--- config.mk ---
export PLATFORM = sky130hd
export DESIGN_NAME = inplace_box_smooth_3x3_core
export DESIGN_NICKNAME = d
export VERILOG_FILES = /design/src/rtl/core/ibs_pkg.sv /design/src/rtl/core/ibs_cell.sv /design/src/rtl/core/ibs_avg.sv /design/src/rtl/core/inplace_box_smooth_3x3_core.sv
export SDC_FILE = /design/constraint.sdc
export NUM_CORES = 2
export LEC_CHECK = 0
export ABC_AREA = 1
export BUFFER_PORTS_ARGS = -buffer_cell sky130_fd_sc_hd__buf_4
export CELL_PAD_IN_SITES_DETAIL_PLACEMENT = 1
export CELL_PAD_IN_SITES_GLOBAL_PLACEMENT = 1
export CORE_MARGIN = 3
export CORE_UTILIZATION = 50
export DETAILED_ROUTE_END_ITERATION = 7
export PLACE_DENSITY_LB_ADDON = 0.1
export SLEW_MARGIN = 10
export SYNTH_ARGS = -nofsm -noshare
export SYNTH_HDL_FRONTEND = slang
export SYNTH_SLANG_ARGS = --single-unit
--- constraint.sdc ---
create_clock -name clk -period 52.9 [get_ports clk]
set_input_delay 0 -clock clk [delete_from_list [all_inputs] [get_ports clk]]
set_output_delay 0 -clock clk [all_outputs]
set_load 0.005 [all_outputs]
--- src/rtl/core/ibs_pkg.sv ---
// Shared types and constants for the in-place 3x3 box smoothing core.
// No dependencies; used by ibs_cell, ibs_avg and inplace_box_smooth_3x3_core.
package ibs_pkg;

  localparam int SAMPLE_W = 16;
  localparam int SUM_W    = 20;
  localparam int PROD_W   = 34;
  localparam int FRAC_W   = 16;
  localparam int TAP_N    = 9;

  // 1/9 in Q0.16
  localparam logic signed [13:0] NINTH_Q16 = 14'sd7282;

  typedef logic signed [SAMPLE_W-1:0] sample_t;

  typedef enum logic {
    MODE_SAMPLE = 1'b0,
    MODE_DRAIN  = 1'b1
  } mode_t;

endpackage

--- src/rtl/core/ibs_cell.sv ---
// One cell of the sample line: holds one Q8.8 sample, takes its neighbor's on shift.
// Depends on ibs_pkg.
module ibs_cell (
  input  logic            clk,
  input  logic            shift_en,
  input  ibs_pkg::sample_t d,
  output ibs_pkg::sample_t q
);

  ibs_pkg::sample_t data_r;

  always_ff @(posedge clk) begin
    if (shift_en) begin
      data_r <= d;
    end
  end

  assign q = data_r;

endmodule

--- src/rtl/core/ibs_avg.sv ---
// 3x3 mean: sum of nine Q8.8 taps, times 1/9 in Q0.16, floor shift by 16.
// Depends on ibs_pkg.
module ibs_avg (
  input  ibs_pkg::sample_t taps [ibs_pkg::TAP_N],
  output ibs_pkg::sample_t avg
);

  logic signed [ibs_pkg::SUM_W-1:0]  ext [ibs_pkg::TAP_N];
  logic signed [ibs_pkg::SUM_W-1:0]  sum_a, sum_b, sum;
  logic signed [ibs_pkg::PROD_W-1:0] sum_x, coef_x, prod;

  always_comb begin
    for (int i = 0; i < ibs_pkg::TAP_N; i++) begin
      ext[i] = ibs_pkg::SUM_W'(taps[i]);
    end
  end

  assign sum_a  = (ext[0] + ext[1]) + (ext[2] + ext[3]);
  assign sum_b  = (ext[4] + ext[5]) + (ext[6] + ext[7]);
  assign sum    = sum_a + sum_b + ext[8];
  assign sum_x  = ibs_pkg::PROD_W'(sum);
  assign coef_x = ibs_pkg::PROD_W'(ibs_pkg::NINTH_Q16);
  assign prod   = sum_x * coef_x;
  // arithmetic shift right = floor
  assign avg    = prod[ibs_pkg::FRAC_W +: ibs_pkg::SAMPLE_W];

endmodule

--- src/rtl/core/inplace_box_smooth_3x3_core.sv ---
// Top level of the in-place 3x3 box smoothing core: cell line, counters, result register.
// Depends on ibs_pkg, ibs_cell, ibs_avg.
//
//   channel | ports                               | dir | request
//   in      | in_mode, in_sample                  | in  | one sample or drain tick
//   out     | out_row, out_col, out_value, out_last | out | one grid sample
//
// One request per cycle while in_ready is high; a result appears in the output register
// the cycle after the request that releases it, one row plus one sample behind the input.
// The line of 2*GRID_SIDE+2 cells shifts on each stored sample and each result.
// Reset clears counters and the output valid only; no clearing pass.
// in_ready drops only while a result sits unaccepted with out_ready low.
module inplace_box_smooth_3x3_core #(
  parameter int GRID_SIDE   = 65,
  parameter int EDGE_MARGIN = 2
) (
  input  logic                          clk,
  input  logic                          rst_n,
  input  logic                          in_valid,
  output logic                          in_ready,
  input  logic                          in_mode,
  input  logic signed [15:0]            in_sample,
  output logic                          out_valid,
  input  logic                          out_ready,
  output logic [$clog2(GRID_SIDE)-1:0]  out_row,
  output logic [$clog2(GRID_SIDE)-1:0]  out_col,
  output logic signed [15:0]            out_value,
  output logic                          out_last
);

  localparam int IDX_W  = $clog2(GRID_SIDE);
  localparam int PEND_W = $clog2(GRID_SIDE + 3);
  localparam int CELLS  = 2 * GRID_SIDE + 2;
  localparam logic [IDX_W-1:0]  LAST_IDX = IDX_W'(GRID_SIDE - 1);
  localparam logic [IDX_W-1:0]  LO_IDX   = IDX_W'(EDGE_MARGIN);
  localparam logic [IDX_W-1:0]  HI_IDX   = IDX_W'(GRID_SIDE - 1 - EDGE_MARGIN);
  localparam logic [PEND_W-1:0] MID_LAG  = PEND_W'(GRID_SIDE + 1);
  localparam logic [PEND_W-1:0] FULL_LAG = PEND_W'(GRID_SIDE + 2);

  logic [IDX_W-1:0]  in_row_r, in_row_nxt, in_col_r, in_col_nxt;
  logic              in_full_r, in_full_nxt;
  logic [PEND_W-1:0] pend_r, pend_nxt;
  logic [IDX_W-1:0]  o_row_r, o_row_nxt, o_col_r, o_col_nxt;

  logic              out_valid_r, out_valid_nxt;
  logic [IDX_W-1:0]  out_row_r, out_row_nxt, out_col_r, out_col_nxt;
  ibs_pkg::sample_t  out_value_r, out_value_nxt;
  logic              out_last_r, out_last_nxt;

  logic              in_fire, wrote, in_end, full_now, emit, out_end, shift_en, interior;
  logic [PEND_W-1:0] pend_now;
  ibs_pkg::sample_t  avg, val;
  ibs_pkg::sample_t  cell_d [CELLS];
  ibs_pkg::sample_t  cell_q [CELLS];
  ibs_pkg::sample_t  taps   [ibs_pkg::TAP_N];

  assign in_ready = !out_valid_r || out_ready;
  assign in_fire  = in_valid && in_ready;
  assign wrote    = in_fire && (in_mode == ibs_pkg::MODE_SAMPLE) && !in_full_r;
  assign in_end   = (in_row_r == LAST_IDX) && (in_col_r == LAST_IDX);
  assign full_now = in_full_r || (wrote && in_end);
  assign pend_now = pend_r + PEND_W'(wrote);
  assign emit     = in_fire && (pend_now != '0) && (full_now || (pend_now >= FULL_LAG));
  assign out_end  = (o_row_r == LAST_IDX) && (o_col_r == LAST_IDX);
  assign shift_en = wrote || emit;
  assign interior = emit && (o_row_r >= LO_IDX) && (o_row_r < HI_IDX) &&
                    (o_col_r >= LO_IDX) && (o_col_r < HI_IDX);

  // pre-shift taps around result p: incoming is p+N+1, cell k holds p+N-k
  assign taps[0] = in_sample;
  assign taps[1] = cell_q[0];
  assign taps[2] = cell_q[1];
  assign taps[3] = cell_q[GRID_SIDE - 1];
  assign taps[4] = cell_q[GRID_SIDE];
  assign taps[5] = cell_q[GRID_SIDE + 1];
  assign taps[6] = cell_q[2 * GRID_SIDE - 1];
  assign taps[7] = cell_q[2 * GRID_SIDE];
  assign taps[8] = cell_q[2 * GRID_SIDE + 1];

  ibs_avg u_avg (
    .taps (taps),
    .avg  (avg)
  );

  assign val = interior ? avg : cell_q[GRID_SIDE];

  always_comb begin
    cell_d[0] = in_sample;
    for (int k = 1; k < CELLS; k++) begin
      cell_d[k] = cell_q[k-1];
    end
    // in-place write-back of result p
    cell_d[GRID_SIDE + 1] = val;
  end

  for (genvar k = 0; k < CELLS; k++) begin : g_cell
    ibs_cell u_cell (
      .clk      (clk),
      .shift_en (shift_en),
      .d        (cell_d[k]),
      .q        (cell_q[k])
    );
  end

  always_comb begin
    in_row_nxt    = in_row_r;
    in_col_nxt    = in_col_r;
    in_full_nxt   = full_now;
    pend_nxt      = pend_now - PEND_W'(emit);
    o_row_nxt     = o_row_r;
    o_col_nxt     = o_col_r;
    out_valid_nxt = out_valid_r;
    out_row_nxt   = out_row_r;
    out_col_nxt   = out_col_r;
    out_value_nxt = out_value_r;
    out_last_nxt  = out_last_r;

    if (wrote) begin
      if (in_col_r == LAST_IDX) begin
        in_col_nxt = '0;
        in_row_nxt = in_end ? '0 : in_row_r + 1'b1;
      end else begin
        in_col_nxt = in_col_r + 1'b1;
      end
    end

    if (emit) begin
      if (o_col_r == LAST_IDX) begin
        o_col_nxt = '0;
        o_row_nxt = o_row_r + 1'b1;
      end else begin
        o_col_nxt = o_col_r + 1'b1;
      end
      out_valid_nxt = 1'b1;
      out_row_nxt   = o_row_r;
      out_col_nxt   = o_col_r;
      out_value_nxt = val;
      out_last_nxt  = out_end;
      if (out_end) begin
        in_row_nxt  = '0;
        in_col_nxt  = '0;
        in_full_nxt = 1'b0;
        pend_nxt    = '0;
        o_row_nxt   = '0;
        o_col_nxt   = '0;
      end
    end else if (out_ready) begin
      out_valid_nxt = 1'b0;
    end
  end

  always_ff @(posedge clk) begin
    if (!rst_n) begin
      in_row_r    <= '0;
      in_col_r    <= '0;
      in_full_r   <= 1'b0;
      pend_r      <= '0;
      o_row_r     <= '0;
      o_col_r     <= '0;
      out_valid_r <= 1'b0;
    end else begin
      in_row_r    <= in_row_nxt;
      in_col_r    <= in_col_nxt;
      in_full_r   <= in_full_nxt;
      pend_r      <= pend_nxt;
      o_row_r     <= o_row_nxt;
      o_col_r     <= o_col_nxt;
      out_valid_r <= out_valid_nxt;
    end
    out_row_r   <= out_row_nxt;
    out_col_r   <= out_col_nxt;
    out_value_r <= out_value_nxt;
    out_last_r  <= out_last_nxt;
  end

  assign out_valid = out_valid_r;
  assign out_row   = out_row_r;
  assign out_col   = out_col_r;
  assign out_value = out_value_r;
  assign out_last  = out_last_r;

  a_pend_bound: assert property (@(posedge clk) disable iff (!rst_n)
    pend_r <= MID_LAG)
    else $error("pending count above lag");

  a_pend_steady: assert property (@(posedge clk) disable iff (!rst_n)
    !in_full_r && (in_row_r != '0) && (in_col_r != '0) |-> pend_r == MID_LAG)
    else $error("pending count off mid-grid");

  a_grid_wrap: assert property (@(posedge clk) disable iff (!rst_n)
    emit && out_end |=> (pend_r == '0) && !in_full_r && (in_row_r == '0) &&
                        (in_col_r == '0) && (o_row_r == '0) && (o_col_r == '0))
    else $error("counters not cleared after last result");

  a_last_pos: assert property (@(posedge clk) disable iff (!rst_n)
    out_valid_r && out_last_r |-> (out_row_r == LAST_IDX) && (out_col_r == LAST_IDX))
    else $error("last flag on wrong position");

  a_no_emit_idle: assert property (@(posedge clk) disable iff (!rst_n)
    emit |-> (pend_r != '0) || wrote)
    else $error("result without pending sample");

endmodule

==> flow_metrics.py <==
metrics = {
    "clocking": {
        "cts.path.max_buffers": 3,
        "clk_pin_slew_worst_paths_ns": 0.06,
        "clk-insertion-delay-late_ns": 0.80,
        "cts_tree": "yes",
        "cts-buffers-inserted": 207,
        "cts.sinks": 2180,
        "cts-htree-levels": 4,
        "cts_root_buf": "clkbuf_16",
        "cts-resized-gates": 0,
    },
    "worst_setup_path": {
        "r2r_setup_slack_ns": 42.24,
        "critPathKind": "flip-flop to flip-flop",
        "cp-startpoint": "g_cell[0].u_cell.q[0]",
        "critPathMaxStageDelay_ns": 0.57,
        "crit_family": "adder cells",
        "r2r_start": "g_cell[0].u_cell.q[0]",
        "end_kind": "flip-flop",
        "cp_num_buf_inv": 12,
        "cp.arrival_ns": 11.18,
        "rr_endpoint": "out_value[12]",
        "critPathRequiredTime_ns": 53.42,
        "crit_fanout": 5,
        "slowest_stage": "a31oi_1",
        "r2r_cells": 47,
        "startpoint_type": "flip-flop",
        "cpMostUsedCell": "inv_1",
    },
    "synth": {
        "yosys_warnings": 0,
        "synth_edf_count": 2143,
        "yosysMostFrequentCell": "edfxtp_1",
        "synth_common_cells": "2,143 x edfxtp_1, 400 x inv_1, 270 x nand2_1",
        "yosysSeqAreaShare_pct": 85.5,
        "synth_top_cell_area_share_pct": 84.5,
        "syn_inst": 3758,
        "syn_area_per_cell_um2": 20.3,
        "syn_area_um2": 76100,
        "syn_nets": 4106,
        "async_flop_share_pct": 0,
        "synth_top_area_cell": "edfxtp_1",
        "yosysUniqueCellTypes": 46,
        "synth_area_leaders": "edfxtp_1 85%, fa_1 3.6%, ha_1 3.1%",
        "synth-main-ff-cell": "edfxtp_1",
        "ys_seq_elements": 2180,
    },
    "placement": {
        "dpl.hpwl_um": 75300,
        "gp_congestion": 0.849,
        "io_buffers": 53,
    },
    "cells_and_area": {
        "area_growth_pct": 13.0,
        "nNetsFinal": 4426,
        "drive_gt1_share_pct": 8.99,
    },
    "worst_hold_path": {
        "whs_endpoint": "o_row_r[0]",
        "hold_path.class": "primary input to flip-flop",
        "worstHoldStart": "rst_n",
        "hold_path_depth": 4,
    },
    "routing": {
        "drtPass1Iterations": 5,
        "drc": 0,
        "vias_per_cell": 4.90,
        "routed_wl_um": 122000,
        "drtAntennaViolNets": 0,
        "met1Wirelength_um": 60000,
        "num_vias": 30721,
        "post_drt_wl_per_cell_um": 19.5,
        "drtIter0Drc": 2327,
        "highest_layer": "met4",
        "met2WireLength_um": 54500,
        "dr_wl_met3_um": 4520,
    },
    "die": {
        "fp.coreArea_um2": 150000,
        "dieArea_um2": 157000,
        "num_io_pins": 54,
        "initial_core_util_pct": 50.6,
        "rows": 142,
        "die_x_um": 396,
        "die_h_um": 396,
    },
    "timing": {
        "fin_tns_setup_ns": 0,
        "maxSlewViolCount": 0,
        "period_needed_ns": 10.66,
        "fin_skew_ns": 0.0309,
        "setup_viol": 0,
        "max-slew-margin-rel_pct": 26.1,
        "rsz0062_at_grt": "false",
        "tightest_slew_ns": 1.11,
        "hold_violations": 0,
        "fmax_mhz": 93.8,
        "post-route-period-util_pct": 20.1,
    },
    "global_routing": {
        "grt_pass1_wl_um": 190000,
        "grt_usage_pct": 15.9,
        "grt_max_degree": 216,
        "grt_overflow": 0,
        "grt_pass1_vias": 32371,
        "antenna_found_initial": 3,
    },
    "outcome": {
        "status": "complete, no violations",
    },
    "run": {
        "maxCapViolCount": 0,
    },
}
==> through the flow <==
stage	cell area [um^2]	cells	util (%)	setup WS, ns	hold slack [ns]
after floorplan	76100	3758	-	2.81	0.0879
after global placement	79300	5846	52.7	42.41	0.203
after detailed placement	79300	5846	52.7	42.34	0.203
final	86100	6265	57.2	42.24	0.0826
after CTS	86100	6263	57.2	42.29	0.00926
after global routing	86100	6263	57.2	41.44	0.0528
==> per-layer routing <==
metal / vias up / global-route usage (%)
li1: 14538 / -
met1: 15574 / 24.5
met2: 411 / 23.3
met3: 198 / 3.03
met4: 0 / 4.89
met5: - / 0
==> cell usage in the layout, fill, tap and decap left out, types with 4 or more instances in the layout <==
cell type,instances
inv_1,400
ha_1,191
nand2_1,269
o21ai_0,67
fa_1,136
o21bai_1,9
o21ai_1,6
bufinv_16,10
o21a_1,4
a21o_1,8
clkinvlp_4,6
dfxtp_1,37
a21oi_1,112
inv_6,9
nor2_1,95
dlygate4sd3_1,39
edfxtp_1,2143
xor2_1,65
o31ai_1,5
clkinv_1,48
nand4_1,15
a211oi_1,5
clkinv_4,4
inv_2,6
clkbuf_1,47
buf_4,74
clkbuf_16,208
o2111ai_1,5
clkinv_16,4
xnor2_1,43
nor3_1,21
nand3_1,64
clkinv_2,39
a31oi_1,11
==> flip-flops by register name, summed over array words and instances (netlist names) <==
signal           flops
in_col_r             7
out_row              7
out_col              7
in_full_r            1
g_cell.u_cell.q   2112
out_last             1
o_row_r              7
out_value           16
out_valid            1
pend_r               7
in_row_r             7
o_col_r              7
==> worst max-delay path by stage <==
| stage | endpoint | slack (ns) | depth (start not counted) |
|---|---|---|---|
| 4_1_cts | g_cell[66].u_cell.q[12] | 42.29 | 47 |
| 2_1_floorplan | g_cell[0].u_cell.q[0] | 2.81 | 14 |
| 3_3_place_gp | g_cell[66].u_cell.q[12] | 42.41 | 47 |
| 6_report | out_value[12] | 42.24 | 47 |
| 3_5_place_dp | g_cell[66].u_cell.q[12] | 42.34 | 47 |
| 5_1_grt | g_cell[66].u_cell.q[12] | 41.44 | 47 |
==> worst reg2reg max path: cells and delay by family, from the launching register on <==
kind / cells / cell delay (ns)
AO/OA/AOI/OAI: 6 / 1.70
AND/OR/NAND/NOR: 14 / 1.49
buffers and inverters: 12 / 0.82
XOR/XNOR: 3 / 1.03
adder cells (fa/ha/maj): 12 / 4.94
flip-flops: 1 / 0.39
==> cell families after synthesis <==
kind of cell	share of synthesized area [%]
AOI/OAI and AO/OA	1.81
xor gates and xnor gates	1.24
adders and majority gates	6.73
buffers and inverters	2.04
DFF	85.5
and+or+nand+nor	2.69
==> layout make-up <==
type / instances / area (um^2)
Fill cell: 13090 / 64400
Clock inverter: 123 / 1020
Antenna cell: 2 / 5.00
Tap cell: 2016 / 2520
Sequential cell: 2180 / 65100
Multi-Input combinational cell: 1166 / 9500
Clock buffer: 255 / 5380
Inverter: 407 / 1530
Timing Repair Buffer: 116 / 1010
==> repair_timing <==
action | 4_1_cts | 5_1_grt
setup buffers | 0 | 0
endpoints found under the hold margin | 53 | 0
hold buffers | 39 | 0
Power is left out: the tool's default activity adds up to more than one toggle a clock period on the data nets, which glitch-free logic cannot reach.
